===== config.mk =====
export PLATFORM = sky130hd
export DESIGN_NAME = prc_post
export DESIGN_NICKNAME = d
export VERILOG_FILES = /design/src/hw/rtl/prc_pkg.sv /design/src/hw/rtl/prc_post.sv
export SDC_FILE = /design/constraint.sdc
export NUM_CORES = 2
export LEC_CHECK = 0
export BUFFER_PORTS_ARGS = -buffer_cell sky130_fd_sc_hd__buf_2
export CAP_MARGIN = 30
export CORE_ASPECT_RATIO = 1.4
export CORE_UTILIZATION = 55
export CTS_CLUSTER_DIAMETER = 50
export CTS_CLUSTER_SIZE = 24
export DETAILED_ROUTE_END_ITERATION = 6
export PLACE_DENSITY = 0.73
export SLEW_MARGIN = 25
export SYNTH_ARGS = -nofsm -noshare
export SYNTH_HDL_FRONTEND = slang
export SYNTH_SLANG_ARGS = --single-unit

===== constraint.sdc =====
create_clock -name clk -period 11.31 [get_ports clk]
set_input_delay 1.6965 -clock clk [delete_from_list [all_inputs] [get_ports clk]]
set_output_delay 1.6965 -clock clk [all_outputs]
set_load 0.01 [all_outputs]

===== src/hw/rtl/prc_pkg.sv =====
package prc_pkg;

    // Defaults for the top-level parameters
    localparam int IterationsDef = 16;
    localparam int DataWidthDef  = 16;

    // Arctangent table depth; more iterations than this are capped
    localparam int TabLen = 24;

    // Internal datapath width for coordinates and Q30 angles
    localparam int InW = 36;

    // Coordinate fraction bits inside the datapath
    localparam int Frac = 16;

    // Angle limit at the output, pi in Q3.13
    localparam int AngleMax = 25736;

    typedef logic signed [InW-1:0] word_t;

    // CORDIC gain compensation 0.60725293500888 in Q30
    localparam logic [29:0] GainK = 30'd652032874;

    // pi and pi/2 in Q30
    localparam word_t PiQ30     = 36'sd3373259426;
    localparam word_t HalfPiQ30 = 36'sd1686629713;

    // Mode codes
    localparam logic ModeP2r = 1'b0;
    localparam logic ModeR2p = 1'b1;

    // Word carried through the rotation stages
    typedef struct packed {
        logic  mode;
        logic  flip;
        logic  zero;
        word_t x;
        word_t y;
        word_t z;
    } cordic_t;

    // atan(2^-idx) in Q30
    function automatic logic [29:0] atan_q30(input int idx);
        logic [29:0] v;
        case (idx)
            0:       v = 30'h3243F6A8;
            1:       v = 30'h1DAC6705;
            2:       v = 30'h0FADBAFC;
            3:       v = 30'h07F56EA6;
            4:       v = 30'h03FEAB76;
            5:       v = 30'h01FFD55B;
            6:       v = 30'h00FFFAAA;
            7:       v = 30'h007FFF55;
            8:       v = 30'h003FFFEA;
            9:       v = 30'h001FFFFD;
            10:      v = 30'h000FFFFF;
            11:      v = 30'h0007FFFF;
            12:      v = 30'h0003FFFF;
            13:      v = 30'h0001FFFF;
            14:      v = 30'h0000FFFF;
            15:      v = 30'h00007FFF;
            16:      v = 30'h00003FFF;
            17:      v = 30'h00001FFF;
            18:      v = 30'h00000FFF;
            19:      v = 30'h000007FF;
            20:      v = 30'h000003FF;
            21:      v = 30'h000001FF;
            22:      v = 30'h000000FF;
            23:      v = 30'h0000007F;
            default: v = 30'h00000000;
        endcase
        return v;
    endfunction

endpackage


===== src/hw/rtl/prc_post.sv =====
module prc_post
#(
    parameter int DATA_WIDTH = prc_pkg::DataWidthDef
)
(
    input  logic              clk,
    input  logic              rst_n,
    input  logic              in_valid,
    output logic              in_ready,
    input  prc_pkg::cordic_t  in_data,
    output logic              out_valid,
    input  logic              out_ready,
    output logic [63:0]       out_data
);

    localparam prc_pkg::word_t CoordMax =
        prc_pkg::word_t'((64'sd1 <<< (DATA_WIDTH - 1)) - 64'sd1);
    localparam logic [39:0] RadiusMax = 40'((64'd1 << DATA_WIDTH) - 64'd1);
    localparam prc_pkg::word_t AngleLim = prc_pkg::word_t'(prc_pkg::AngleMax);

    // Stage C registers
    logic              c_valid_reg;
    logic              c_mode_reg;
    logic              c_zero_reg;
    prc_pkg::word_t    c_x_reg;
    prc_pkg::word_t    c_y_reg;
    prc_pkg::word_t    c_z_reg;
    logic [46:0]       c_pl_reg;
    logic [48:0]       c_ph_reg;
    logic              c_ready;

    // Output register
    logic              d_valid_reg;
    logic [63:0]       d_data_reg;
    logic [63:0]       d_data_next;

    // Stage D combinational values
    prc_pkg::word_t    x_sum;
    prc_pkg::word_t    y_sum;
    prc_pkg::word_t    x_rnd;
    prc_pkg::word_t    y_rnd;
    prc_pkg::word_t    x_sat;
    prc_pkg::word_t    y_sat;
    logic [65:0]       r_sum;
    logic [39:0]       r_rnd;
    logic [39:0]       r_sat;
    prc_pkg::word_t    z_sum;
    prc_pkg::word_t    a_rnd;
    prc_pkg::word_t    a_sat;

    assign c_ready  = ~c_valid_reg | ~d_valid_reg | out_ready;
    assign in_ready = c_ready;

    // Stage C valid
    always_ff @(posedge clk or negedge rst_n)
    begin
        if (!rst_n)
        begin
            c_valid_reg <= 1'b0;
        end
        else if (c_ready)
        begin
            c_valid_reg <= in_valid;
        end
    end

    // Undo the quadrant fold and split the radius product in two halves
    always_ff @(posedge clk)
    begin
        if (c_ready && in_valid)
        begin
            c_mode_reg <= in_data.mode;
            c_zero_reg <= in_data.zero;
            c_x_reg    <= in_data.flip ? -in_data.x : in_data.x;
            c_y_reg    <= in_data.flip ? -in_data.y : in_data.y;
            c_z_reg    <= in_data.z;
            c_pl_reg   <= 47'(in_data.x[16:0]) * 47'(prc_pkg::GainK);
            c_ph_reg   <= 49'(in_data.x[prc_pkg::InW-1:17]) * 49'(prc_pkg::GainK);
        end
    end

    // Round and saturate the rectangular results
    always_comb
    begin
        x_sum = c_x_reg + prc_pkg::word_t'(1 << (prc_pkg::Frac - 1));
        y_sum = c_y_reg + prc_pkg::word_t'(1 << (prc_pkg::Frac - 1));
        x_rnd = x_sum >>> prc_pkg::Frac;
        y_rnd = y_sum >>> prc_pkg::Frac;
        x_sat = x_rnd;
        y_sat = y_rnd;
        if (x_rnd > CoordMax)
        begin
            x_sat = CoordMax;
        end
        else if (x_rnd < -CoordMax)
        begin
            x_sat = -CoordMax;
        end
        if (y_rnd > CoordMax)
        begin
            y_sat = CoordMax;
        end
        else if (y_rnd < -CoordMax)
        begin
            y_sat = -CoordMax;
        end
    end

    // Recombine the radius product, round off 46 bits and saturate
    always_comb
    begin
        r_sum = {c_ph_reg, 17'd0} + {19'd0, c_pl_reg} + (66'd1 << 45);
        r_rnd = {20'd0, r_sum[65:46]};
        r_sat = (r_rnd > RadiusMax) ? RadiusMax : r_rnd;
    end

    // Round Q30 angle to Q3.13 and saturate at pi
    always_comb
    begin
        z_sum = c_z_reg + prc_pkg::word_t'(1 << 16);
        a_rnd = z_sum >>> 17;
        a_sat = a_rnd;
        if (a_rnd > AngleLim)
        begin
            a_sat = AngleLim;
        end
        else if (a_rnd < -AngleLim)
        begin
            a_sat = -AngleLim;
        end
    end

    // Zero the fields the mode does not produce, and all fields for a zero input vector
    always_comb
    begin
        d_data_next = '0;
        if (c_mode_reg == prc_pkg::ModeP2r)
        begin
            d_data_next[15:0]  = x_sat[15:0];
            d_data_next[31:16] = y_sat[15:0];
        end
        else if (!c_zero_reg)
        begin
            d_data_next[47:32] = r_sat[15:0];
            d_data_next[63:48] = a_sat[15:0];
        end
    end

    // Output valid
    always_ff @(posedge clk or negedge rst_n)
    begin
        if (!rst_n)
        begin
            d_valid_reg <= 1'b0;
        end
        else if (~d_valid_reg | out_ready)
        begin
            d_valid_reg <= c_valid_reg;
        end
    end

    // Output word, held while the receiver stalls
    always_ff @(posedge clk)
    begin
        if ((~d_valid_reg | out_ready) && c_valid_reg)
        begin
            d_data_reg <= d_data_next;
        end
    end

    assign out_valid = d_valid_reg;
    assign out_data  = d_data_reg;

endmodule


==> impl_results.md <==
* Synth Area in Compound Gates at 0.0720
* Vias in the first global route at between 20,000 and 30,000
* Max Clk Rate at 0.111 GHz
* Router iterations before antenna repair at 5
* Met2 global-route usage at 0.478
* Gate Count Post-Synth at 3,410
* Routed Antenna Nets at 0
* CTS tree: yes
* Die area at ~0.066 mm2
* Least-Margin Pin Slew at 888 ps
* Setup TNS at 0 ps
* Hold Fails Final Rpt at 0
* GRT Util Overall at 0.262
* Sink Count at around 210
* Final clock skew at 40.3 ps
* Syn Std Cell Area at ~0.036 mm2
* Mux cell area share after synthesis at 0.00174
* H-tree levels at 1
* Seq/Total Area, Yosys at 0.173
* Met1 usage at 0.307
* Post-CTS setup repair buffer count at 0
* DRT iter0 DRCs at around 1,200
* Max reg flops at 64
* Die span in x at 218 um
* Syn_nets at around 4,700
* FF+latch count, synth at roughly 210
* Synth Area in Simple Gates at 0.0649
* Gr busiest metal: met2
* Drt drc at 0
* Synth unique cells at just over 70
* Status: finished, final reports clean
* Most frequent cells in the layout: inv_1, fa_1, ha_1
* Total Wirelength at about 80 mm
* Slowest stage delay, CP at between 500 and 600 ps
* Critical Path AT at between 9000 and 10,000 ps
* Initial Utilization at 0.558
* Post-synthesis xor/xnor area fraction at 0.0458
* Synth warn at 0
* Period utilisation layout at 0.795
* # IOs at 181
* Setup Crit Path Kind: in2reg
* Endpoints failing setup at 0
* First-pass GRT wire length at between 100 and 150 mm
* Clk_lat worst skew at between 500 and 600 ps
* Maxcap violations at 0
* RSZ-0062 raised after global routing: false
* Via count at 23,600
* Initial antenna violation count at 4
* Critical Path RT at around 12,000 ps
* # hold bufs at CTS at 0
* Adder-Cell Fraction of Synth Area at 0.543
* Slowest-stage cell, CP: fa_1
* Startpoint Class: primary input
* Row count at between 100 and 150
* Critical path fanouts, max at 9
* Gpl congestion at around 0.96
* Vias/cell at 5.34
* # port buffers at about 160
* Area grow syn2layout at 6.94%
* Global route total overflow at 0
* Crit end category: flip-flop
* Most Frequent Cell on Critical Path: fa_1
* Commonest non-fill, non-tap cell in the layout: inv_1
* Final slew viol count at 0
* Hold Crit Class: reg2reg
* Clk slew on worst S/H paths at 70 ps
* Asr flop ratio synth at 0.00966
* Largest net degree at the start of global routing at between 70 and 80
* Routed len/inst at between 15 and 20 um
* CORE AREA at 0.0644 mm2
* CTS buffer count at 21
* Largest family of logic cells by synthesized area: adder cells
* Nets at roughly 4,900
* Die Y at 305 um
* Max_slew headroom at 0.408
* CTS root buf: clkbuf_16
* Number of flops mapped to enable cells by yosys at between 200 and 250
* Synth Flop Type: edfxtp_1
* Share of layout cells above drive strength 1 at 0.0718
* Final hold slack at 518 ps
* Hold depth at 1
* Met3 GRT Util at 0.0282
* Clock Path Buffers at 3
* Tmin final at approximately 9000 ps
* Post-CTS sizing at 0
* Worst-case reg-to-reg path depth at 12
* Syn avg cell area at 10.5 um2
* Post-DP HPWL at approximately 70 mm
## cells in the mapped netlist, drive strengths merged (12+ instances only)
cell / number / area, um2
or2: 24 / 153
o21bai: 14 / 105
nor3: 23 / 115
fa: 614 / 12300
ha: 579 / 7240
nand2b: 22 / 138
o21ai: 66 / 330
a211oi: 13 / 97.6
xor2: 54 / 473
a21oi: 158 / 791
nand2: 132 / 495
a21o: 45 / 338
edfxtp: 205 / 6160
and3: 24 / 150
nor2: 61 / 229
xnor2: 134 / 1170
nand3: 46 / 230
nand4: 41 / 257
or3: 12 / 75.1
inv: 907 / 3400
a31oi: 21 / 131
and2: 17 / 106
nor4: 12 / 81.3
clkbuf: 42 / 158
## through the flow
stage	instance area, um2	instances	utilization	setup slack, ps
5_1_grt	38400	4418	0.597	1930
3_3_place_gp	37700	4378	0.586	1800
4_1_cts	38400	4415	0.596	2310
2_1_floorplan	35900	3410	-	2010
6_report	38400	4418	0.597	2320
3_5_place_dp	37700	4378	0.586	1780
## worst max-delay path, delay by kind of cell
family | cells | cell delay, ps
AOI/OAI and AO/OA | 5 | 1370
xor gates and xnor gates | 1 | 90
and+or+nand+nor | 4 | 760
buffers and inverters | 6 | 770
adders and majority gates | 9 | 4560
## area by class of cell
cell class / count / area (um2)
Multi-Input combinational cell: 2251 / 26200
Fill cell: 5372 / 26000
Sequential cell: 207 / 6210
Inverter: 907 / 3400
Tap cell: 840 / 1050
Timing Repair Buffer: 175 / 926
Clock buffer: 21 / 526
Clock inverter: 16 / 151
Antenna cell: 1 / 2.50
## worst paths after layout
| kind | slack, ps | start | endpoint |
|---|---|---|---|
| setup / recovery | 2320 | in_data[87] | c_pl_reg[45] |
| hold / removal | 520 | c_valid_reg | out_valid |
| setup reg to reg | 6330 | c_pl_reg[42] | out_data[32] |
| hold reg to reg | 520 | c_valid_reg | out_valid |
| max in group asynchronous | 10300 | rst_n | out_valid |
| min in group asynchronous | 920 | rst_n | c_valid_reg |
## logic make-up (layout without fill, tap and decap cells)
kind of cell,after synthesis,count (layout)
other cells,0,1
compound gates,412,412
flops,207,207
mux,6,6
xor+xnor,188,188
simple gates,452,452
fa+ha+maj,1193,1193
buf+inv,952,1119
## layer usage
| metal | wire length, um | vias up |
|---|---|---|
| met3 | 3070 | 193 |
| met4 | 3960 | 6 |
| met2 | 43300 | 524 |
| met5 | 27 | - |
| li1 | - | 11200 |
| met1 | 31000 | 11600 |
Power is not shown: default switching activity piles up to over one toggle a cycle in this logic, so the estimate is an artifact.
