`src/hw/rtl/prc_pkg.sv`:
```
package prc_pkg;

    // Defaults for the top-level parameters
    localparam int IterationsDef = 16;
    localparam int DataWidthDef  = 16;

    // Arctangent table depth; more iterations than this are capped
    localparam int TabLen = 24;

    // Internal datapath width for coordinates and Q30 angles
    localparam int InW = 36;

    // Coordinate fraction bits inside the datapath
    localparam int Frac = 16;

    // Angle limit at the output, pi in Q3.13
    localparam int AngleMax = 25736;

    typedef logic signed [InW-1:0] word_t;

    // CORDIC gain compensation 0.60725293500888 in Q30
    localparam logic [29:0] GainK = 30'd652032874;

    // pi and pi/2 in Q30
    localparam word_t PiQ30     = 36'sd3373259426;
    localparam word_t HalfPiQ30 = 36'sd1686629713;

    // Mode codes
    localparam logic ModeP2r = 1'b0;
    localparam logic ModeR2p = 1'b1;

    // Word carried through the rotation stages
    typedef struct packed {
        logic  mode;
        logic  flip;
        logic  zero;
        word_t x;
        word_t y;
        word_t z;
    } cordic_t;

    // atan(2^-idx) in Q30
    function automatic logic [29:0] atan_q30(input int idx);
        logic [29:0] v;
        case (idx)
            0:       v = 30'h3243F6A8;
            1:       v = 30'h1DAC6705;
            2:       v = 30'h0FADBAFC;
            3:       v = 30'h07F56EA6;
            4:       v = 30'h03FEAB76;
            5:       v = 30'h01FFD55B;
            6:       v = 30'h00FFFAAA;
            7:       v = 30'h007FFF55;
            8:       v = 30'h003FFFEA;
            9:       v = 30'h001FFFFD;
            10:      v = 30'h000FFFFF;
            11:      v = 30'h0007FFFF;
            12:      v = 30'h0003FFFF;
            13:      v = 30'h0001FFFF;
            14:      v = 30'h0000FFFF;
            15:      v = 30'h00007FFF;
            16:      v = 30'h00003FFF;
            17:      v = 30'h00001FFF;
            18:      v = 30'h00000FFF;
            19:      v = 30'h000007FF;
            20:      v = 30'h000003FF;
            21:      v = 30'h000001FF;
            22:      v = 30'h000000FF;
            23:      v = 30'h0000007F;
            default: v = 30'h00000000;
        endcase
        return v;
    endfunction

endpackage

```
`src/hw/rtl/prc_stage.sv`:
```
module prc_stage
#(
    parameter int STAGE = 0
)
(
    input  logic              clk,
    input  logic              rst_n,
    input  logic              in_valid,
    output logic              in_ready,
    input  prc_pkg::cordic_t  in_data,
    output logic              out_valid,
    input  logic              out_ready,
    output prc_pkg::cordic_t  out_data
);

    localparam prc_pkg::word_t Atan =
        prc_pkg::word_t'({6'd0, prc_pkg::atan_q30(STAGE)});

    logic              valid_reg;
    prc_pkg::cordic_t  data_reg;
    prc_pkg::cordic_t  data_next;
    prc_pkg::word_t    dx;
    prc_pkg::word_t    dy;
    logic              pos;

    // One micro-rotation; direction from z in rotation mode, from y in vectoring
    always_comb
    begin
        dx  = in_data.x >>> STAGE;
        dy  = in_data.y >>> STAGE;
        pos = (in_data.mode == prc_pkg::ModeR2p) ? in_data.y[prc_pkg::InW-1]
                                                 : ~in_data.z[prc_pkg::InW-1];
        data_next = in_data;
        if (pos)
        begin
            data_next.x = in_data.x - dy;
            data_next.y = in_data.y + dx;
            data_next.z = in_data.z - Atan;
        end
        else
        begin
            data_next.x = in_data.x + dy;
            data_next.y = in_data.y - dx;
            data_next.z = in_data.z + Atan;
        end
    end

    assign in_ready = ~valid_reg | out_ready;

    // Advance valid when the next stage has room
    always_ff @(posedge clk or negedge rst_n)
    begin
        if (!rst_n)
        begin
            valid_reg <= 1'b0;
        end
        else if (in_ready)
        begin
            valid_reg <= in_valid;
        end
    end

    // Hold the word while stalled
    always_ff @(posedge clk)
    begin
        if (in_ready && in_valid)
        begin
            data_reg <= data_next;
        end
    end

    assign out_valid = valid_reg;
    assign out_data  = data_reg;

endmodule

```
`config.mk`:
```
export PLATFORM = sky130hd
export DESIGN_NAME = prc_stage
export DESIGN_NICKNAME = d
export VERILOG_FILES = /design/src/hw/rtl/prc_pkg.sv /design/src/hw/rtl/prc_stage.sv
export SDC_FILE = /design/constraint.sdc
export NUM_CORES = 1
export LEC_CHECK = 0
export BUFFER_PORTS_ARGS = -buffer_cell sky130_fd_sc_hd__buf_2
export CORE_UTILIZATION = 45
export CTS_CLUSTER_DIAMETER = 50
export DETAILED_ROUTE_END_ITERATION = 16
export GPL_TIMING_DRIVEN = 0
export PLACE_DENSITY = 0.7
export SYNTH_ARGS = -nofsm -noshare
export SYNTH_HDL_FRONTEND = slang
export SYNTH_SLANG_ARGS = --single-unit
export TNS_END_PERCENT = 5
```
`constraint.sdc`:
```
create_clock -name clk -period 3.6 [get_ports clk]
set_input_delay 0.18 -clock clk [delete_from_list [all_inputs] [get_ports clk]]
set_output_delay 0.18 -clock clk [all_outputs]
set_load 0.1 [all_outputs]
```
==> results of run 1 <==
[sequential cells by signal, summed over array words and instances, names as in the netlist]
signal,count
out_valid,1
out_data,110
[per-stage QoR]
| stage | total power (W) | std cells | setup TNS (ns) | instance area, um^2 |
|---|---|---|---|---|
| after floorplan | 0.00410 | 1423 | -0.0134 | 11900 |
| after global placement | 0.00478 | 1979 | -21.16 | 13500 |
| after detailed placement | 0.00478 | 1979 | -22.33 | 13500 |
| after CTS | 0.00590 | 2003 | 0 | 13900 |
| after global routing | 0.00618 | 2004 | -0.0226 | 14000 |
| final | 0.00594 | 2004 | 0 | 14000 |
[layer usage]
| layer | vias up | routed length [um] |
|---|---|---|
| met1 | 5779 | 18400 |
| met3 | 86 | 3090 |
| met2 | 596 | 18600 |
| met5 | - | 0 |
| li1 | 5677 | - |
| met4 | 0 | 1180 |
[layout by cell type, fill, tap and decap left out, drive strengths merged, types with 9 or more instances in the layout]
cell type,instances
a211oi,14
a21o,38
a21oi,172
a31oi,22
and2,10
and3,9
buf,253
clkbuf,55
edfxtp,110
ha,125
inv,111
mux2i,11
nand2,83
nand2b,12
nand3,28
nand4,18
nor2,103
nor2b,15
nor3,30
nor4,14
o211ai,11
o21a,17
o21ai,94
o21bai,36
o31a,10
o31ai,22
or2,9
or3,11
xnor2,94
xor2,15
[layout make-up]
| type | instances | share of cell area |
|---|---|---|
| Timing Repair Buffer | 230 | 0.0883 |
| Clock buffer | 11 | 0.0181 |
| Inverter | 113 | 0.0305 |
| Sequential cell | 111 | 0.238 |
| Buffer | 74 | 0.0273 |
| Multi-Input combinational cell | 1125 | 0.565 |
| Tap cell | 335 | 0.0299 |
| Clock inverter | 5 | 0.00357 |
[cells by family after synthesis]
logic type / synth area share
muxes: 0.0105
buffers and inverters: 0.0617
xor gates and xnor gates: 0.0801
and+or+nand+nor: 0.151
AOI/OAI and AO/OA: 0.279
DFF: 0.279
adders and majority gates: 0.139
[critical path: cells and delay by family]
family / cells / cell delay [ns]
compound gates: 8 / 1.87
buf+inv: 5 / 0.71
simple gates: 2 / 0.43
fa+ha+maj: 1 / 0.37
xor+xnor: 1 / 0.07
[report_power, final]
| group | total (W) | switching, W | internal, W |
|---|---|---|---|
| sequential | 0.00170 | 0.0000406 | 0.00166 |
| combinational | 0.00315 | 0.00234 | 0.000809 |
| clock | 0.00109 | 0.000565 | 0.000526 |
[timing repair]
action,CTS,global route
endpoints found under the setup margin,21,15
pin swaps,3,1
cloned,1,0
buffers inserted,1,0
endpoints found under the hold margin,6,0
resized for setup,24,8
hold buffers,6,0
[path summary, 6_finish.rpt]
check | start | to | slack [ns] | depth (start not counted)
min in group asynchronous | rst_n | out_valid | 0.12 | 2
worst min-delay path | in_valid | out_valid | 0.02 | 2
worst min register to register | out_valid | out_valid | 0.55 | 2
worst max register to register | out_valid | out_data[68] | 1.77 | 3
worst max-delay path | in_data[110] | out_data[34] | 0.09 | 17
max in group asynchronous | rst_n | out_valid | 3.40 | 2
==> flow_summary.yaml, run 1 <==
run:
  maxCapViolCount: 0
synthesis:
  synth_edf_count: 110
  async_flop_share: 0.00901
  syn_area_per_cell_um2: 8.38
  ys_ff_latch: 111
  ys.flop_type: "edfxtp_1"
  yosys.area.top_type: "edfxtp_1"
  yosysSeqAreaShare: 0.279
  synth_top_cell_area_share: 0.277
  netlist_area_mm2: 0.0119
  yosysUniqueCellTypes: 84
  netlist_instances: 1423
  yosys-top-cells-count: "a21oi_1 (172), ha_1 (125), edfxtp_1 (110), inv_1 (107), nor2_1 (103)"
  yosysMostFrequentCell: "a21oi_1"
  netlist_top_cells_area: "edfxtp_1 (28%), ha_1 (13%), a21oi_1 (7.2%)"
  syn_nets: 1666
  yosys_warnings: 0
cts:
  cts-root-buf: "clkbuf_16"
  path_clk_slew_ns: 0.08
  cts_sinks: 111
  cts_tree: "done"
  clock_latency_ns: 0.37
  numCtsBuffers: 9
  ctsHtreeMaxLevel: 3
  clk_path_buf_depth: 2
grt:
  grt-ovfl-total: 0
  met2_usage: 0.473
  top_usage_layer: "met2"
  grt_usage: 0.301
  grt_max_degree: 111
  grt_pass1_wl_mm: 62.9
  grt_pass1_vias: 11300
  gr-usage-met1: 0.419
  use_met3: 0.0460
  antenna_found_initial: 0
floorplanning:
  floorplan.die_area_mm2: 0.0271
  start_util: 0.458
  die_y_um: 165
  core_mm2: 0.0261
  die_w_um: 165
  pin_count: 228
  num_rows: 59
timing:
  finalHoldViolCount: 0
  rsz0062_at_grt: "true"
  setup_ws_ns: 0.0908
  worstMarginPinSlew_ns: 1.05
  slew_headroom: 0.302
  setup-violations-final: 0
  hold_slack_ns: 0.0193
  drv_slew: 0
  timing.fmax_ghz: 0.285
  period_share: 0.975
  skew_ns: 0.00778
  period_needed_ns: 3.51
final_layout:
  fin_nets: 1907
  num-fill-cells: 2533
  drive_above_1_share: 0.179
  seqCellArea_mm2: 0.00333
  syn_to_final_growth_pct: 17.4
  final_util: 0.537
  antennaDiodeCount: 0
  multi_input_area_mm2: 0.00791
worst_hold_path:
  hold_class: "input pin to flop"
critical_path:
  crit_fanout: 12
  path_class: "input pin to flop"
  cp_slowest_stage_delay_ns: 0.39
  crit_chain: "clkbuf_4 > or2b_4 > nand2_8 > inv_4 > buf_6 > clkbuf_16 > buf_16 > ha_1 > a311oi_1 > a211o_1 > a31oi_2 > a31oi_1 > o211a_1 > o211ai_2 > a311o_1 > a21oi_2 > xnor2_1"
  worstSetupEndpointType: "flop"
  critPathArrivalTime_ns: 3.64
  required_ns: 3.73
  start_kind: "input pin"
  cp_slowest_cell: "a311o_1"
route:
  dr.pass1.iters: 6
  wirelength_mm: 41.3
  vias: 12100
  vias_per_cell: 6.06
  drc: 0
  drtIter0Drc: 1296
  ant_nets: 0
  drt-wirelength-per-cell_um: 20.6
placed_design:
  gp_congestion: 0.990
  io_buffers: 221
  pre_cts_ws_ns: -1.39
  dp_hpwl_mm: 31.6
pwr:
  p_leak_nw: 5.97
  max-vdd-ir-drop_mv: 0.328
  power.density_mw_per_mm2: 424
run_status:
  status: "completed"
No activity file was read; power rests on OpenSTA's default activity.
==> run 2: changes to the inputs <==
--- a/config.mk
+++ b/config.mk
@@ -5,11 +5,12 @@
 export SDC_FILE = /design/constraint.sdc
 export NUM_CORES = 1
 export LEC_CHECK = 0
-export BUFFER_PORTS_ARGS = -buffer_cell sky130_fd_sc_hd__buf_2
+export BUFFER_PORTS_ARGS = -buffer_cell sky130_fd_sc_hd__buf_4
 export CORE_UTILIZATION = 45
 export CTS_CLUSTER_DIAMETER = 50
 export DETAILED_ROUTE_END_ITERATION = 16
 export GPL_TIMING_DRIVEN = 0
+export MAX_ROUTING_LAYER = met4
 export PLACE_DENSITY = 0.7
 export SYNTH_ARGS = -nofsm -noshare
 export SYNTH_HDL_FRONTEND = slang
==> run 2 against run 1 <==
Effect of this change: setup slack got worse by 0.087 ns; die area unchanged; highest routed layer unchanged; count of clock-buffer cells in the layout decreased by 1; sequential power about the same; wire length rose by 4.0%; via count shrank 0.57%; utilization up 2.2 points; total power up 1.8%; final cell count about the same; global-route usage rose by 2.1 points; largest power group unchanged; sequential cell count stayed put.
==> flow_summary.yaml, run 2 (synthesis gave the netlist of run 1 again) <==
timing:
  period_share: 0.999
  finalHoldViolCount: 0
  period_needed_ns: 3.60
  fin_tns_setup_ns: 0
  rsz0062_at_grt: "true"
  skew_ns: 0.0110
  drv_slew: 0
  worstMarginPinSlew_ns: 1.11
  slew_headroom: 0.261
  setup-violations-final: 0
  timing.fmax_ghz: 0.278
floorplanning:
  start_util: 0.458
  pin_count: 228
  core_mm2: 0.0261
  die_y_um: 165
  floorplan.die_area_mm2: 0.0271
  num_rows: 59
  die_w_um: 165
critical_path:
  path_class: "input pin to flop"
  r2r_slack_ns: 1.75
  r2r_end: "out_data[65]"
  worstReg2RegStart: "out_valid"
  critPathArrivalTime_ns: 3.70
  start_kind: "input pin"
  crit_fanout: 10
  required_ns: 3.71
  worstSetupEndpointType: "flop"
  reg2reg_depth: 3
route:
  dr.pass1.iters: 6
  drt-wirelength-per-cell_um: 21.4
  ant_nets: 0
  vias_per_cell: 6.02
  wirelength_mm: 42.9
  drc: 0
  vias: 12100
  drtIter0Drc: 1231
cts:
  cts-root-buf: "clkbuf_16"
  numCtsBuffers: 9
  ctsHtreeMaxLevel: 3
  path_clk_slew_ns: 0.08
  clock_latency_ns: 0.37
  cts_tree: "done"
  cts_sinks: 111
  clk_path_buf_depth: 2
final_layout:
  final_util: 0.559
  drive_above_1_share: 0.182
  largest_reg_flops: 110
  fin_nets: 1908
  seqCellArea_mm2: 0.00333
  fin_area_mm2: 0.0146
  final_common_cell: "buf_4"
  num-fill-cells: 2505
  layoutNonFillerInstCount: 2006
  mostFrequentLayoutCells: "buf_4 (230), a21oi_1 (171), ha_1 (124)"
  syn_to_final_growth_pct: 22.2
  multi_input_area_mm2: 0.00794
placed_design:
  placed_cells: 1979
  gp_congestion: 1.02
  dpl_cell_area_mm2: 0.0140
  io_buffers: 221
  dp_hpwl_mm: 32.7
run_status:
  status: "completed"
pwr:
  power.density_mw_per_mm2: 414
  max-vdd-ir-drop_mv: 0.349
  power_w: 0.00604
  p_leak_nw: 6.16
worst_hold_path:
  hp-start: "in_valid"
  hold_class: "input pin to flop"
  hold_path_end: "out_valid"
  hold_path_depth: 2
grt:
  antenna_found_initial: 1
  grt_pass1_vias: 11300
  grt_pass1_wl_mm: 64.1
  grt_max_degree: 111
  grt-ovfl-total: 0
  grt_usage: 0.322
run:
  maxCapViolCount: 0
-- run 2: cell count changes in the layout (fill, tap and decap cells not counted), moves of 2 or more --
cell	change
buf_4	+225
buf_2	-220
buf_6	-2
clkbuf_4	-2
clkbuf_8	-2
-- run 2: how the worst max path moves through the flow --
| stage | startpoint | cells after the start | slack (ns) | end |
|---|---|---|---|---|
| global placement | in_data[110] | 17 | -1.47 | out_data[17] |
| detailed placement | in_data[110] | 17 | -1.46 | out_data[17] |
| CTS | in_data[110] | 18 | 0.02 | out_data[34] |
| finish | in_data[42] | 13 | 0.003 | out_data[99] |
| global route | in_data[110] | 17 | -0.08 | out_data[17] |
| floorplan | in_data[35] | 17 | -0.01 | out_data[34] |
-- run 2: final cells by class --
| class | instances | area share |
|---|---|---|
| tap | 335 | 0.0288 |
| sequential | 111 | 0.228 |
| buffer | 74 | 0.0258 |
| clock inverter | 6 | 0.00429 |
| clock buffer | 10 | 0.0157 |
| multi-input combinational | 1125 | 0.545 |
| timing repair buffer | 231 | 0.123 |
| antenna | 1 | 0.000172 |
| inverter | 113 | 0.0291 |
-- run 2: layer usage --
metal  global-route usage  vias up  wire (um)  part of all wire
li1                     -     5685          -                 -
met1                0.436     5752      19300              0.45
met2                0.496      567      19400              0.45
met3               0.0512       65       3320             0.077
met4               0.0847        0        941             0.022
met5                    -        -          0                 0
-- run 2: critical path, cell delays in order --
cell	delay, ns
buf_4	0.09
inv_1	0.04
ha_1	0.32
buf_2	0.20
nor4_1	0.45
nand2_1	0.10
o31ai_1	0.55
nor2_1	0.31
o311ai_1	0.54
a31oi_1	0.26
o221ai_1	0.31
a32oi_1	0.13
xor2_1	0.22
-- run 2: metrics by stage --
step           setup slack (ns)  hold WS [ns]
2_1_floorplan           -0.0134        -0.116
3_3_place_gp              -1.47       -0.0440
3_5_place_dp              -1.46       -0.0442
4_1_cts                  0.0179        0.0127
5_1_grt                 -0.0817        0.0143
6_report                0.00329        0.0169
-- run 2: timing repair --
item | CTS | global route
buffers inserted | 2 | 0
hold buffers | 6 | 0
cloned | 1 | 0
hold endpoints to repair | 6 | 0
endpoints found under the setup margin | 22 | 14
resized for setup | 25 | 9
pin swaps | 2 | 2
-- run 2: power by group --
part,switching [W],total [W],internal (W)
sequential,0.0000451,0.00170,0.00166
clock,0.000558,0.00105,0.000493
combinational,0.00236,0.00329,0.000930
total,0.00296,0.00604,0.00308
==> run 3: changes to the inputs <==
--- a/config.mk
+++ b/config.mk
@@ -6,12 +6,13 @@
 export NUM_CORES = 1
 export LEC_CHECK = 0
 export BUFFER_PORTS_ARGS = -buffer_cell sky130_fd_sc_hd__buf_4
-export CORE_UTILIZATION = 45
+export CAP_MARGIN = 20
+export CORE_UTILIZATION = 40
 export CTS_CLUSTER_DIAMETER = 50
 export DETAILED_ROUTE_END_ITERATION = 16
 export GPL_TIMING_DRIVEN = 0
 export MAX_ROUTING_LAYER = met4
-export PLACE_DENSITY = 0.7
+export SKIP_CTS_REPAIR_TIMING = 1
 export SYNTH_ARGS = -nofsm -noshare
 export SYNTH_HDL_FRONTEND = slang
 export SYNTH_SLANG_ARGS = --single-unit
==> run 3 against run 2 <==
Effect of this change: sequential cell count unchanged; final cell count up 2.3%; clock skew down 0.0015 ns; die area up 12%; maximum frequency up 1.2%; global-route usage down 3.6 points; clock power about the same; sequential power about the same; total power up 0.44%; count of clock-buffer cells in the layout down 1; sequential share of layout area down 0.10 points; critical path type unchanged.
==> flow_summary.yaml, run 3 (synthesis gave the netlist of run 1 again) <==
run_status:
  status: "completed"
timing:
  skew_ns: 0.00949
  timing.fmax_ghz: 0.281
  worstMarginPinSlew_ns: 1.07
  hold_slack_ns: 0.00171
  drv_slew: 0
  period_needed_ns: 3.55
  finalHoldViolCount: 0
  setup-violations-final: 0
  fin_tns_setup_ns: 0
  slew_headroom: 0.287
  period_share: 0.987
  rsz0062_at_grt: "true"
floorplanning:
  die_w_um: 175
  pin_count: 228
  floorplan.die_area_mm2: 0.0305
  core_mm2: 0.0290
  start_util: 0.411
  die_y_um: 175
  num_rows: 62
critical_path:
  path_class: "input pin to flop"
  crit_fanout: 12
  required_ns: 3.73
  critPathArrivalTime_ns: 3.69
  worstSetupEndpointType: "flop"
  start_kind: "input pin"
final_layout:
  fin_area_mm2: 0.0146
  final_common_cell: "buf_4"
  antennaDiodeCount: 0
  drive_above_1_share: 0.181
  fin_nets: 1907
  largest_reg_flops: 110
  syn_to_final_growth_pct: 22.8
  mostFrequentLayoutCells: "buf_4 (226), a21oi_1 (171), ha_1 (125)"
  final_util: 0.505
cts:
  cts_tree: "done"
  clk_path_buf_depth: 2
  path_clk_slew_ns: 0.08
  ctsHtreeMaxLevel: 3
  numCtsBuffers: 9
  cts-root-buf: "clkbuf_16"
  cts_sinks: 111
  clock_latency_ns: 0.37
placed_design:
  dpl_cell_area_mm2: 0.0141
  io_buffers: 221
  dp_hpwl_mm: 33.7
  gp_congestion: 0.936
grt:
  use_met3: 0.0431
  grt-ovfl-total: 0
  grt_pass1_vias: 11200
  antenna_found_initial: 0
  gr-usage-met1: 0.387
  grt_usage: 0.285
  top_usage_layer: "met2"
  met2_usage: 0.432
  grt_pass1_wl_mm: 65.3
  grt_max_degree: 63
pwr:
  max-vdd-ir-drop_mv: 0.220
  power.density_mw_per_mm2: 414
  power_w: 0.00607
  p_leak_nw: 6.16
route:
  ant_nets: 0
  vias: 12000
  drc: 0
  dr.pass1.iters: 6
  vias_per_cell: 5.83
  drtIter0Drc: 1100
  wirelength_mm: 43.7
  drt-wirelength-per-cell_um: 21.3
run:
  maxCapViolCount: 0
worst_hold_path:
  hold_class: "input pin to flop"
-- run 3: layer usage --
layer,share of wire,routed length (um)
met5,0,0
met3,0.078,3390
met1,0.45,19600
met2,0.44,19400
met4,0.030,1310
-- run 3: power by group --
| part | total, W | switching, W | internal (W) | leakage (nW) |
|---|---|---|---|---|
| clock | 0.00106 | 0.000521 | 0.000544 | 0.147 |
| combinational | 0.00330 | 0.00237 | 0.000930 | 4.95 |
| sequential | 0.00170 | 0.0000456 | 0.00166 | 1.06 |
| total | 0.00607 | 0.00294 | 0.00313 | 6.16 |
-- run 3: worst paths after layout --
path | slack, ns | start | depth (start not counted) | to
setup / recovery | 0.05 | in_data[110] | 17 | out_data[34]
hold / removal | 0.002 | in_valid | 2 | out_valid
setup reg to reg | 1.77 | out_valid | 3 | out_data[71]
hold reg to reg | 0.55 | out_valid | 2 | out_valid
max in group asynchronous | 3.40 | rst_n | 2 | out_valid
min in group asynchronous | 0.12 | rst_n | 2 | out_valid
-- run 3: area by class of cell --
class | instances | area [um^2]
Sequential cell | 111 | 3330
Buffer | 74 | 373
Multi-Input combinational cell | 1125 | 7960
Clock inverter | 7 | 71.3
Timing Repair Buffer | 230 | 1780
Fill cell | 2833 | 14400
Clock buffer | 9 | 225
Inverter | 113 | 427
Tap cell | 384 | 480
-- run 3: critical path: stages --
cell      delay [ns]
buf_4           0.14
or2b_4          0.30
nand2_8         0.12
inv_4           0.07
buf_6           0.15
buf_6           0.17
buf_16          0.16
ha_1            0.37
a311oi_1        0.26
a211o_1         0.20
a31oi_1         0.10
o311ai_0        0.40
o211a_1         0.27
o211ai_2        0.12
a311o_1         0.42
a21oi_2         0.15
xnor2_1         0.07
-- run 3: metrics by stage --
step | setup WS (ns) | instances
final | 0.0454 | 2053
after global routing | -0.0428 | 2053
after CTS | -1.22 | 2045
after detailed placement | -1.60 | 2029
after global placement | -1.55 | 2028
after floorplan | -0.0134 | 1423
