==> config.mk <==
export PLATFORM = sky130hd
export DESIGN_NAME = prc_prep
export DESIGN_NICKNAME = d
export VERILOG_FILES = /design/src/hw/rtl/prc_pkg.sv /design/src/hw/rtl/prc_prep.sv
export SDC_FILE = /design/constraint.sdc
export NUM_CORES = 1
export LEC_CHECK = 0
export ABC_AREA = 1
export BUFFER_PORTS_ARGS = -buffer_cell sky130_fd_sc_hd__buf_2
export CELL_PAD_IN_SITES_DETAIL_PLACEMENT = 1
export CELL_PAD_IN_SITES_GLOBAL_PLACEMENT = 1
export CORE_ASPECT_RATIO = 1.25
export CORE_MARGIN = 2
export CORE_UTILIZATION = 50
export CTS_CLUSTER_SIZE = 12
export DETAILED_ROUTE_END_ITERATION = 8
export GPL_TIMING_DRIVEN = 0
export PLACE_DENSITY_LB_ADDON = 0.1
export REMOVE_ABC_BUFFERS = 1
export SLEW_MARGIN = 20
export SYNTH_ARGS = -nofsm -noshare
export SYNTH_HDL_FRONTEND = slang
export SYNTH_SLANG_ARGS = --single-unit
==> constraint.sdc <==
create_clock -name clk -period 9.4 [get_ports clk]
set_input_delay 0.94 -clock clk [delete_from_list [all_inputs] [get_ports clk]]
set_output_delay 0.94 -clock clk [all_outputs]
set_load 0.03 [all_outputs]
==> src/hw/rtl/prc_pkg.sv <==
package prc_pkg;

    // Defaults for the top-level parameters
    localparam int IterationsDef = 16;
    localparam int DataWidthDef  = 16;

    // Arctangent table depth; more iterations than this are capped
    localparam int TabLen = 24;

    // Internal datapath width for coordinates and Q30 angles
    localparam int InW = 36;

    // Coordinate fraction bits inside the datapath
    localparam int Frac = 16;

    // Angle limit at the output, pi in Q3.13
    localparam int AngleMax = 25736;

    typedef logic signed [InW-1:0] word_t;

    // CORDIC gain compensation 0.60725293500888 in Q30
    localparam logic [29:0] GainK = 30'd652032874;

    // pi and pi/2 in Q30
    localparam word_t PiQ30     = 36'sd3373259426;
    localparam word_t HalfPiQ30 = 36'sd1686629713;

    // Mode codes
    localparam logic ModeP2r = 1'b0;
    localparam logic ModeR2p = 1'b1;

    // Word carried through the rotation stages
    typedef struct packed {
        logic  mode;
        logic  flip;
        logic  zero;
        word_t x;
        word_t y;
        word_t z;
    } cordic_t;

    // atan(2^-idx) in Q30
    function automatic logic [29:0] atan_q30(input int idx);
        logic [29:0] v;
        case (idx)
            0:       v = 30'h3243F6A8;
            1:       v = 30'h1DAC6705;
            2:       v = 30'h0FADBAFC;
            3:       v = 30'h07F56EA6;
            4:       v = 30'h03FEAB76;
            5:       v = 30'h01FFD55B;
            6:       v = 30'h00FFFAAA;
            7:       v = 30'h007FFF55;
            8:       v = 30'h003FFFEA;
            9:       v = 30'h001FFFFD;
            10:      v = 30'h000FFFFF;
            11:      v = 30'h0007FFFF;
            12:      v = 30'h0003FFFF;
            13:      v = 30'h0001FFFF;
            14:      v = 30'h0000FFFF;
            15:      v = 30'h00007FFF;
            16:      v = 30'h00003FFF;
            17:      v = 30'h00001FFF;
            18:      v = 30'h00000FFF;
            19:      v = 30'h000007FF;
            20:      v = 30'h000003FF;
            21:      v = 30'h000001FF;
            22:      v = 30'h000000FF;
            23:      v = 30'h0000007F;
            default: v = 30'h00000000;
        endcase
        return v;
    endfunction

endpackage

==> src/hw/rtl/prc_prep.sv <==
module prc_prep
(
    input  logic                clk,
    input  logic                rst_n,
    input  logic                in_valid,
    output logic                in_ready,
    input  logic                mode,
    input  logic [14:0]         radius_in,
    input  logic signed [15:0]  angle_in,
    input  logic signed [15:0]  x_in,
    input  logic signed [15:0]  y_in,
    output logic                out_valid,
    input  logic                out_ready,
    output prc_pkg::cordic_t    out_data
);

    // Stage A registers
    logic                a_valid_reg;
    logic                a_mode_reg;
    logic                a_flip_reg;
    logic                a_zero_reg;
    logic [44:0]         a_prod_reg;
    prc_pkg::word_t      a_x_reg;
    prc_pkg::word_t      a_y_reg;
    prc_pkg::word_t      a_z_reg;
    logic                a_ready;

    // Stage B registers
    logic                b_valid_reg;
    prc_pkg::cordic_t    b_data_reg;
    prc_pkg::cordic_t    b_data_next;

    // Stage A combinational values
    prc_pkg::word_t      z_raw;
    prc_pkg::word_t      z_rot;
    logic                flip;
    logic [44:0]         prod;
    prc_pkg::word_t      x_sh;
    prc_pkg::word_t      y_sh;
    prc_pkg::word_t      x_vec;
    prc_pkg::word_t      y_vec;
    prc_pkg::word_t      z_vec;
    logic                zero;
    logic [45:0]         prod_rnd;

    // Fold the rotation angle into the convergence range
    always_comb
    begin
        z_raw = prc_pkg::word_t'(angle_in) <<< 17;
        flip  = 1'b0;
        z_rot = z_raw;
        if (z_raw > prc_pkg::HalfPiQ30)
        begin
            z_rot = z_raw - prc_pkg::PiQ30;
            flip  = 1'b1;
        end
        else if (z_raw < -prc_pkg::HalfPiQ30)
        begin
            z_rot = z_raw + prc_pkg::PiQ30;
            flip  = 1'b1;
        end
    end

    // Scale the radius by the gain compensation
    assign prod = 45'(radius_in) * 45'(prc_pkg::GainK);

    // Mirror a vector with negative x into the right half plane
    always_comb
    begin
        x_sh  = prc_pkg::word_t'(x_in) <<< prc_pkg::Frac;
        y_sh  = prc_pkg::word_t'(y_in) <<< prc_pkg::Frac;
        zero  = (x_in == 16'sd0) && (y_in == 16'sd0);
        x_vec = x_sh;
        y_vec = y_sh;
        z_vec = '0;
        if (x_in[15])
        begin
            x_vec = -x_sh;
            y_vec = -y_sh;
            z_vec = y_in[15] ? -prc_pkg::PiQ30 : prc_pkg::PiQ30;
        end
    end

    assign in_ready = a_ready;
    assign a_ready  = ~a_valid_reg | ~b_valid_reg | out_ready;

    // Stage A valid
    always_ff @(posedge clk or negedge rst_n)
    begin
        if (!rst_n)
        begin
            a_valid_reg <= 1'b0;
        end
        else if (a_ready)
        begin
            a_valid_reg <= in_valid;
        end
    end

    // Stage A payload
    always_ff @(posedge clk)
    begin
        if (a_ready && in_valid)
        begin
            a_mode_reg <= mode;
            a_flip_reg <= (mode == prc_pkg::ModeP2r) ? flip : 1'b0;
            a_zero_reg <= (mode == prc_pkg::ModeR2p) ? zero : 1'b0;
            a_prod_reg <= prod;
            a_x_reg    <= x_vec;
            a_y_reg    <= y_vec;
            a_z_reg    <= (mode == prc_pkg::ModeP2r) ? z_rot : z_vec;
        end
    end

    // Round the scaled radius into the starting x
    assign prod_rnd = {1'b0, a_prod_reg} + 46'd8192;

    always_comb
    begin
        b_data_next.mode = a_mode_reg;
        b_data_next.flip = a_flip_reg;
        b_data_next.zero = a_zero_reg;
        b_data_next.z    = a_z_reg;
        if (a_mode_reg == prc_pkg::ModeP2r)
        begin
            b_data_next.x = prc_pkg::word_t'({4'd0, prod_rnd[45:14]});
            b_data_next.y = '0;
        end
        else
        begin
            b_data_next.x = a_x_reg;
            b_data_next.y = a_y_reg;
        end
    end

    // Stage B valid
    always_ff @(posedge clk or negedge rst_n)
    begin
        if (!rst_n)
        begin
            b_valid_reg <= 1'b0;
        end
        else if (~b_valid_reg | out_ready)
        begin
            b_valid_reg <= a_valid_reg;
        end
    end

    // Stage B payload
    always_ff @(posedge clk)
    begin
        if ((~b_valid_reg | out_ready) && a_valid_reg)
        begin
            b_data_reg <= b_data_next;
        end
    end

    assign out_valid = b_valid_reg;
    assign out_data  = b_data_reg;

endmodule

==> flow_metrics.tcl, run 1 <==
set metrics [dict create \
    status "finished clean" \
    tightest_slew_ns 0.7843 \
    drv_slew 0 \
    fp.dieW_um 168.8 \
    r2r_setup_slack_ns 7.25 \
    multi_input_area_mm2 0.009957 \
    fin_crit_sh_pct 67.88 \
    yosys.cell_types.count 45 \
    drc_errors 0 \
    cts_buffers 17 \
    clock-root-buffer "clkbuf_16" \
    hold_viol_final 0 \
    grt_pass1_wl_um 77870 \
    core_mm2 0.03350 \
    die_h_um 209.9 \
    clk_path_buf_depth 2 \
    synth.top_cell.area_share_pct 30.80 \
    yosysMostFrequentCell "nand2_1" \
    synth_warnings 0 \
    clkLatencyLatePin_ns 0.45 \
    cts_tree "built" \
    htreeDepth 4 \
    dieArea_mm2 0.03543 \
    gp_congestion 0.9417 \
    nets 2506 \
    drtIter0Drc 608 \
    start_util_pct 50.64 \
    synthFlopType "edfxtp_1" \
    hold_buffers 0 \
    track_usage_pct 28.79 \
    area.growth.synth_to_final_pct 10.86 \
    postCtsSetupBuffers 0 \
    synthCells 1973 \
    design_area_mm2 0.01881 \
    drv_cap 0 \
    crit_required_ns 9.59 \
    vias_per_cell 5.277 \
    io_pins 181 \
    holdWs_ns 0.2604 \
    yosys-top-cells-count "498 x nand2_1, 381 x inv_1, 180 x nor2_1, 174 x edfxtp_1, 161 x ha_1" \
    clkSinkCount 176 \
    path_cells "buf_2 > inv_1 > ha_1 > xnor2_1 > ha_1 > inv_1 > nand2_1 > xnor2_1 > inv_1 > ha_1 > fa_1 > fa_1 > inv_1 > fa_1 > inv_1 > ha_1 > a21oi_1 > o21ai_0 > a21oi_1 > nand3_1 > nand2_1 > nand2_1 > nand2_1 > nand2_1" \
    critical_path.max_fanout 11 \
    path_delay_family "adder cells" \
    fin_setup_tns_ns 0 \
    fin_crit_ns 6.381 \
    start_kind "primary input" \
    cts_resized 0 \
    num_rows 75 \
    ys_ff_latch 176 \
    hold_path.class "in2async" \
    dr_total_vias 13520 \
    fillerInstances 4002 \
    crit_path_top_delay_cell "fa_1" \
    ys_top_cells_by_area "edfxtp_1 31%, fa_1 18%, ha_1 12%, nand2_1 11%, inv_1 8.4%" \
    grt_pass1_vias 14540 \
    grt_max_degree 29 \
    wl_per_cell_um 19.45 \
    max_freq_mhz 156.7 \
    setup_viol 0 \
    finalWirelength_um 49840 \
    postPlaceCellArea_mm2 0.01819 \
    ant_nets 0 \
    overflow 0 \
    path_class "in2reg" \
    antenna_found_initial 0 \
    max_slew_margin_pct 47.60 \
    yosysTopAreaCell "edfxtp_1" \
    antenna_cells 0 \
    cp_num_buf_inv 6 \
    crit_path_max_incr_delay_ns 0.59 \
    hpwlAfterDp_um 42920 \
    rsz0062_at_grt "false" \
    largest_reg_flops 79 \
    io_buffers 163 \
    synth_edf_count 174 \
    drive_gt1_share_pct 10.71 \
    end_kind "flip-flop" \
    drt_pass1_iterations 6 \
    synth_area_mm2 0.01696 \
    syn_avg_cell_area_um2 8.598 \
    crit_arrival_ns 6.58 \
    ff_latch_area_mm2 0.005275 \
    seq_area_frac_synth_pct 31.10 \
    finClkSkew_ns 0.02413 \
    synth-async-reset-ratio_pct 1.136 \
    clk_pin_slew_ns 0.08 \
]
-- stage by stage --
stage          std cells  utilization [%]  setup slack [ns]
4_1_cts             2562            56.13             3.056
3_3_place_gp        2522            53.75             2.007
5_1_grt             2562            56.13             2.785
2_1_floorplan       1936                -             3.771
6_report            2562            56.13             3.019
3_5_place_dp        2530            54.31             2.599
-- cell families (layout without fill, tap and decap cells) --
| group | after synthesis | count (layout) | synth area share (%) |
|---|---|---|---|
| compound gates | 133 | 133 | 4.425 |
| fa+ha+maj | 312 | 312 | 29.69 |
| flops | 176 | 176 | 31.10 |
| xor+xnor | 68 | 68 | 3.511 |
| buf+inv | 443 | 589 | 10.76 |
| simple gates | 840 | 840 | 20.49 |
| other cells | 1 | 21 | 0.02211 |
-- final timing paths --
kind                                 from             end  cells past startpoint
max                         radius_in[13]  a_prod_reg[43]                     24
max in group asynchronous           rst_n       out_valid                      1
min reg2reg                   a_z_reg[16]    out_data[16]                      0
max reg2reg                a_prod_reg[13]    out_data[91]                     10
min                                 rst_n     a_valid_reg                      1
min in group clk              a_z_reg[16]    out_data[16]                      0
-- cells in the final DEF, fill, tap and decap left out, types with 4 or more instances in the layout --
cell,count
a21o_1,7
a31oi_1,7
conb_1,21
ha_1,161
clkbuf_16,17
fa_1,151
nor3_1,17
inv_6,4
xnor2_1,25
o21bai_1,10
nand2_1,498
nor2_1,179
buf_2,163
nand4_1,29
nand3_1,90
xor2_1,43
o21ai_0,34
or2_2,6
edfxtp_1,174
a21oi_1,55
inv_1,381
clkinv_8,4
o21ai_1,7
nor2_4,4
-- metal layers --
metal	share of wire [%]	wire [µm]	vias to the layer above	GRT usage, %
met4	3.7	1827	0	11.62
met1	39	19470	6633	32.62
met2	54	26850	328	54.99
met5	0	0	-	0
li1	-	-	6473	-
met3	3.4	1690	86	2.854
-- layout make-up --
| type | instances | share of cell area [%] |
|---|---|---|
| clock buffers | 17 | 2.262 |
| clock inverters | 15 | 0.9914 |
| inverters | 386 | 7.705 |
| multi-input cells | 1374 | 52.95 |
| flip-flops and latches | 176 | 28.05 |
| well taps | 423 | 2.814 |
| repair buffers | 171 | 5.230 |
Power of run 1 is not shown: default switching activity piles up to over one toggle a cycle in this logic, so the estimate is an artifact.
==> inputs of run 2 (changes only) <==
--- a/config.mk
+++ b/config.mk
@@ -5,13 +5,13 @@
 export SDC_FILE = /design/constraint.sdc
 export NUM_CORES = 1
 export LEC_CHECK = 0
-export ABC_AREA = 1
+export ABC_AREA = 0
 export BUFFER_PORTS_ARGS = -buffer_cell sky130_fd_sc_hd__buf_2
 export CELL_PAD_IN_SITES_DETAIL_PLACEMENT = 1
 export CELL_PAD_IN_SITES_GLOBAL_PLACEMENT = 1
 export CORE_ASPECT_RATIO = 1.25
 export CORE_MARGIN = 2
-export CORE_UTILIZATION = 50
+export CORE_UTILIZATION = 43
 export CTS_CLUSTER_SIZE = 12
 export DETAILED_ROUTE_END_ITERATION = 8
 export GPL_TIMING_DRIVEN = 0
==> constraint.sdc (replaced) <==
create_clock -name clk -period 5.3 [get_ports clk]
set_input_delay 0.53 -clock clk [delete_from_list [all_inputs] [get_ports clk]]
set_output_delay 0.53 -clock clk [all_outputs]
set_load 0.03 [all_outputs]
==> run 2 against run 1 <==
Compared with the run above: the run now ends with setup timing left; final cell count fell by 20%; setup slack got worse by 3.5 ns; non-clock buffer count rose by 29; register-to-register slack got worse by 4.6 ns; count of clock-buffer cells in the layout rose by 3; worst hold slack improved by 0.047 ns; critical path depth fell by 6; core utilization fell by 5.0 points; routed wire length fell by 20%; via count fell by 21%.
==> flow_metrics.tcl, run 2 <==
set metrics [dict create \
    drtIter0Drc 357 \
    yosysTopAreaCell "edfxtp_1" \
    io_buffers 163 \
    final_common_cell "inv_1" \
    antenna_found_initial 0 \
    wl_per_cell_um 19.51 \
    synth_warnings 0 \
    antenna_cells 0 \
    die_h_um 215.2 \
    yosys.cell_types.count 63 \
    dieArea_mm2 0.03724 \
    cts_buffers 17 \
    finClkSkew_ns 0.007044 \
    final_cell_mix "198 x inv_1, 174 x edfxtp_1, 150 x buf_2" \
    vias_per_cell 5.206 \
    clkSinkCount 176 \
    synth_edf_count 174 \
    path_cells "buf_12 > inv_8 > fa_1 > inv_2 > fa_2 > fa_1 > fa_1 > fa_1 > fa_1 > ha_4 > a21o_1 > a221oi_2 > o31ai_2 > o211a_1 > or2_4 > a2111o_1 > a41oi_2 > xnor2_1" \
    max_freq_mhz 172.5 \
    drive_gt1_share_pct 20.97 \
    area.growth.synth_to_final_pct 17.44 \
    worstReg2RegStart "a_prod_reg[15]" \
    crit_required_ns 5.47 \
    start_util_pct 43.53 \
    multi_input_area_mm2 0.009524 \
    setup_viol 23 \
    gp_congestion 0.8822 \
    grt_pass1_wl_um 62630 \
    hold_path.class "in2reg" \
    ys_top_cells_by_area "edfxtp_1 34%, fa_1 20%, ha_1 13%, inv_1 5.1%, xnor2_1 3.8%" \
    violations "setup timing" \
    io_pins 181 \
    fin_crit_sh_pct 109.4 \
    track_usage_pct 21.86 \
    ant_nets 0 \
    yosys-top-cells-count "209 x inv_1, 174 x edfxtp_1, 161 x ha_1, 151 x fa_1, 76 x o21ai_0" \
    rsz0062_at_grt "true" \
    nets 1936 \
    hold_viol_final 0 \
    grt_pass1_vias 11564 \
    tightest_slew_ns 0.7896 \
    clk_pin_slew_ns 0.06 \
    synthFlopType "edfxtp_1" \
    max_slew_margin_pct 46.88 \
    clock-root-buffer "clkbuf_16" \
    drc_errors 0 \
    cpMostUsedCell "fa_1" \
    ys_ff_latch 176 \
    crit_arrival_ns 5.97 \
    num_rows 77 \
    drv_cap 0 \
    utilization_pct 51.13 \
    seq_area_frac_synth_pct 34.36 \
    path_class "in2reg" \
    clkLatencyLatePin_ns 0.43 \
    crit_path_max_incr_delay_ns 0.57 \
    synthCells 1384 \
    dr_total_vias 10635 \
    cts_tree "built" \
    startpoint "radius_in[2]" \
    critical_path.max_fanout 5 \
    syn_avg_cell_area_um2 11.09 \
    synth.top_cell.area_share_pct 34.04 \
    hpwlAfterDp_um 32760 \
    status "finished with violations" \
    yosysMostFrequentCell "inv_1" \
    core_mm2 0.03526 \
    synth-async-reset-ratio_pct 1.136 \
    setup_ws_ns -0.4956 \
    grt_max_degree 52 \
    ff_latch_area_mm2 0.005275 \
    synth_area_mm2 0.01535 \
    overflow 0 \
    finalWirelength_um 39850 \
    hp-start "y_in[0]" \
    crit_path_top_delay_cell "fa_1" \
    largest_reg_flops 79 \
    end_kind "flip-flop" \
    fin_crit_ns 5.796 \
    clk_path_buf_depth 2 \
    drt_pass1_iterations 4 \
    drv_slew 0 \
    fp.dieW_um 173.0 \
    start_kind "primary input" \
    htreeDepth 4 \
    fillerInstances 3878 \
]
==> run 2: critical path, delay by kind of cell <==
family,cells,cell delay (ns)
adders and majority gates,7,3.28
AOI/OAI and AO/OA,6,1.56
and+or+nand+nor,1,0.28
buffers and inverters,3,0.19
xor gates and xnor gates,1,0.12
==> run 2: area by class of cell <==
| type | instances | area share, % |
|---|---|---|
| clock buffer | 20 | 2.422 |
| clock inverter | 12 | 0.7912 |
| inverter | 209 | 4.442 |
| multi-input combinational | 952 | 52.83 |
| sequential | 176 | 29.26 |
| tap | 474 | 3.290 |
| timing repair buffer | 200 | 6.968 |
==> run 2: timing repair <==
action,in CTS,in global routing
endpoints found under the setup margin,28,27
gates resized for setup,131,17
pin swaps,41,22
setup buffers,24,8
hold endpoints to repair,2,0
hold buffers,1,0
==> run 2: logic make-up (layout without fill, tap and decap cells) <==
family	count (synthesis)	after routing	share of synthesized area, %
DFF	176	176	34.36
xor gates and xnor gates	106	106	6.048
AOI/OAI and AO/OA	220	220	9.186
other	1	21	0.02443
and+or+nand+nor	289	289	9.756
muxes	4	4	0.2771
adders and majority gates	312	312	32.81
buffers and inverters	276	441	7.531
==> run 2: layer usage <==
metal	global-route usage [%]	wire length [µm]	vias up
li1	-	-	5019
met1	23.47	15060	5315
met2	43.29	22140	234
met3	2.707	1233	67
met4	7.853	1419	0
met5	0	0	-
==> run 2: path summary, 6_finish.rpt <==
| kind | endpoint | slack (ns) | cells after the start |
|---|---|---|---|
| setup / recovery | a_prod_reg[42] | -0.50 | 18 |
| hold / removal | a_y_reg[16] | 0.31 | 1 |
| setup reg to reg | out_data[99] | 2.65 | 7 |
| hold reg to reg | out_data[22] | 0.42 | 0 |
| max in group asynchronous | a_valid_reg | 4.76 | 2 |
| min in group asynchronous | out_valid | 0.44 | 2 |
==> run 2: per-stage QoR <==
| stage | hold slack [ns] | cell area (µm²) | instances | worst slack (ns) | TNS (ns) |
|---|---|---|---|---|---|
| after global placement | 0.3156 | 16460 | 1974 | -1.844 | -33.33 |
| after floorplan | 0.2344 | 15050 | 1337 | -0.6765 | -8.078 |
| after detailed placement | 0.3199 | 16580 | 1979 | -1.920 | -35.24 |
| after global routing | 0.2969 | 18030 | 2043 | -0.6116 | -9.929 |
| final | 0.3073 | 18030 | 2043 | -0.4956 | -6.661 |
| after CTS | 0.2896 | 17900 | 2036 | -0.5190 | -5.947 |
Power of run 2 is left out for the same reason.
==> inputs of run 3 (changes only) <==
--- a/config.mk
+++ b/config.mk
@@ -11,7 +11,7 @@
 export CELL_PAD_IN_SITES_GLOBAL_PLACEMENT = 1
 export CORE_ASPECT_RATIO = 1.25
 export CORE_MARGIN = 2
-export CORE_UTILIZATION = 43
+export CORE_UTILIZATION = 48
 export CTS_CLUSTER_SIZE = 12
 export DETAILED_ROUTE_END_ITERATION = 8
 export GPL_TIMING_DRIVEN = 0
==> constraint.sdc (replaced) <==
create_clock -name clk -period 5.4 [get_ports clk]
set_input_delay 0.54 -clock clk [delete_from_list [all_inputs] [get_ports clk]]
set_output_delay 0.54 -clock clk [all_outputs]
set_load 0.03 [all_outputs]
==> run 3 against run 2 <==
Compared with the run above: the flow still finishes with violations (setup timing); clock skew up 0.00068 ns; critical path depth unchanged; register-to-register slack worse by 0.03 ns; die area down 10%; first-iteration DRC count up 35%; count of clock-buffer cells in the layout down 3; non-clock buffer count up 11; highest routed layer unchanged.
==> flow_metrics.tcl, run 3 (same netlist as run 2, synthesis figures left out) <==
set metrics [dict create \
    utilization_pct 57.36 \
    finClkSkew_ns 0.007721 \
    dp.cells 1916 \
    critical_path.max_fanout 4 \
    crit_arrival_ns 5.93 \
    wl_per_cell_um 19.69 \
    num_rows 73 \
    rsz0062_at_grt "true" \
    min_delay_path_depth 1 \
    gp_congestion 0.9187 \
    start_util_pct 48.43 \
    largest_reg_flops 79 \
    cts_buffers 17 \
    io_pins 181 \
    die_h_um 203.9 \
    finalWirelength_um 39220 \
    path_class "in2reg" \
    setup_ws_ns -0.3440 \
    crit_required_ns 5.59 \
    final_common_cell "inv_1" \
    grt_pass1_wl_um 62030 \
    hpwlAfterDp_um 31520 \
    overflow 0 \
    dieArea_mm2 0.03344 \
    ant_nets 0 \
    drt_pass1_iterations 4 \
    antenna_found_initial 0 \
    vias_per_cell 5.341 \
    hold_viol_final 0 \
    fp.dieW_um 164.0 \
    clk_pin_slew_ns 0.06 \
    place_ws_ns -1.704 \
    drtIter0Drc 483 \
    io_buffers 163 \
    drv_slew 0 \
    drive_gt1_share_pct 22.47 \
    fin_crit_ns 5.744 \
    drc_errors 0 \
    status "finished with violations" \
    dr_total_vias 10640 \
    final_cell_count_no_fill 1992 \
    max_freq_mhz 174.1 \
    hold_path.class "in2reg" \
    track_usage_pct 24.52 \
    r2r_cells 7 \
    core_mm2 0.03169 \
    start_kind "primary input" \
    cts_tree "built" \
    clkLatencyLatePin_ns 0.44 \
    clk_path_buf_depth 2 \
    clkSinkCount 176 \
    final_cell_mix "193 x inv_1, 174 x edfxtp_1, 148 x buf_2" \
    drv_cap 0 \
    grt_pass1_vias 11580 \
    nets 1947 \
    fin_crit_sh_pct 106.4 \
    tightest_slew_ns 0.7750 \
    setup_viol 16 \
    htreeDepth 4 \
    max_slew_margin_pct 48.21 \
    end_kind "flip-flop" \
    violations "setup timing" \
    grt_max_degree 57 \
    clock-root-buffer "clkbuf_16" \
    antenna_cells 0 \
    fin_setup_tns_ns -2.673 \
    area.growth.synth_to_final_pct 18.43 \
]
run 3: routing by layer:
metal	up-vias	global-route usage, %	share of wire [%]
li1	5023	-	-
met5	-	0	0
met1	5285	27.86	39
met3	72	3.125	3.7
met2	260	45.93	54
met4	0	10.12	3.9
run 3: what timing repair did:
action | in CTS | in global routing
cloned | 0 | 0
setup buffers | 34 | 9
hold buffers | 1 | 0
endpoints found under the hold margin | 2 | 0
pin swaps | 48 | 19
endpoints found under the setup margin | 28 | 22
gates resized for setup | 155 | 24
run 3: final timing paths:
kind                                   to  slack [ns]      startpoint
setup / recovery           a_prod_reg[42]       -0.34    radius_in[0]
hold / removal                a_y_reg[16]        0.31         y_in[0]
setup reg to reg            out_data[101]        2.62  a_prod_reg[15]
hold reg to reg             out_data[108]        0.42      a_zero_reg
max in group asynchronous     a_valid_reg        4.89           rst_n
min in group asynchronous       out_valid        0.41           rst_n
run 3: layout make-up:
cell class                 count  area, µm²
multi-input combinational    952       9599
clock inverter                15      170.2
timing repair buffer         211       1391
inverter                     209      803.3
fill                        3387      13510
sequential                   176       5275
tap                          412      515.5
clock buffer                  17      425.4
run 3: worst max-delay path, cell delays in order:
cell and delay (ns):
buf_12 0.09, inv_8 0.03, fa_1 0.54, inv_2 0.05, fa_2 0.53, fa_1 0.43
fa_1 0.54, fa_1 0.44, fa_1 0.57, ha_4 0.22, a21o_1 0.18, a221oi_4 0.30
o31ai_4 0.13, o211a_1 0.27, or2_4 0.29, a2111o_1 0.46, a41oi_2 0.23, xnor2_1 0.08
run 3: metrics by stage:
stage	hold WS [ns]	instance area, µm²
after CTS	0.2821	18000
after detailed placement	0.3297	16480
after global placement	0.3251	16390
after global routing	0.2967	18180
after floorplan	0.2444	15050
final	0.3057	18180
Power of run 3 is left out for the same reason.
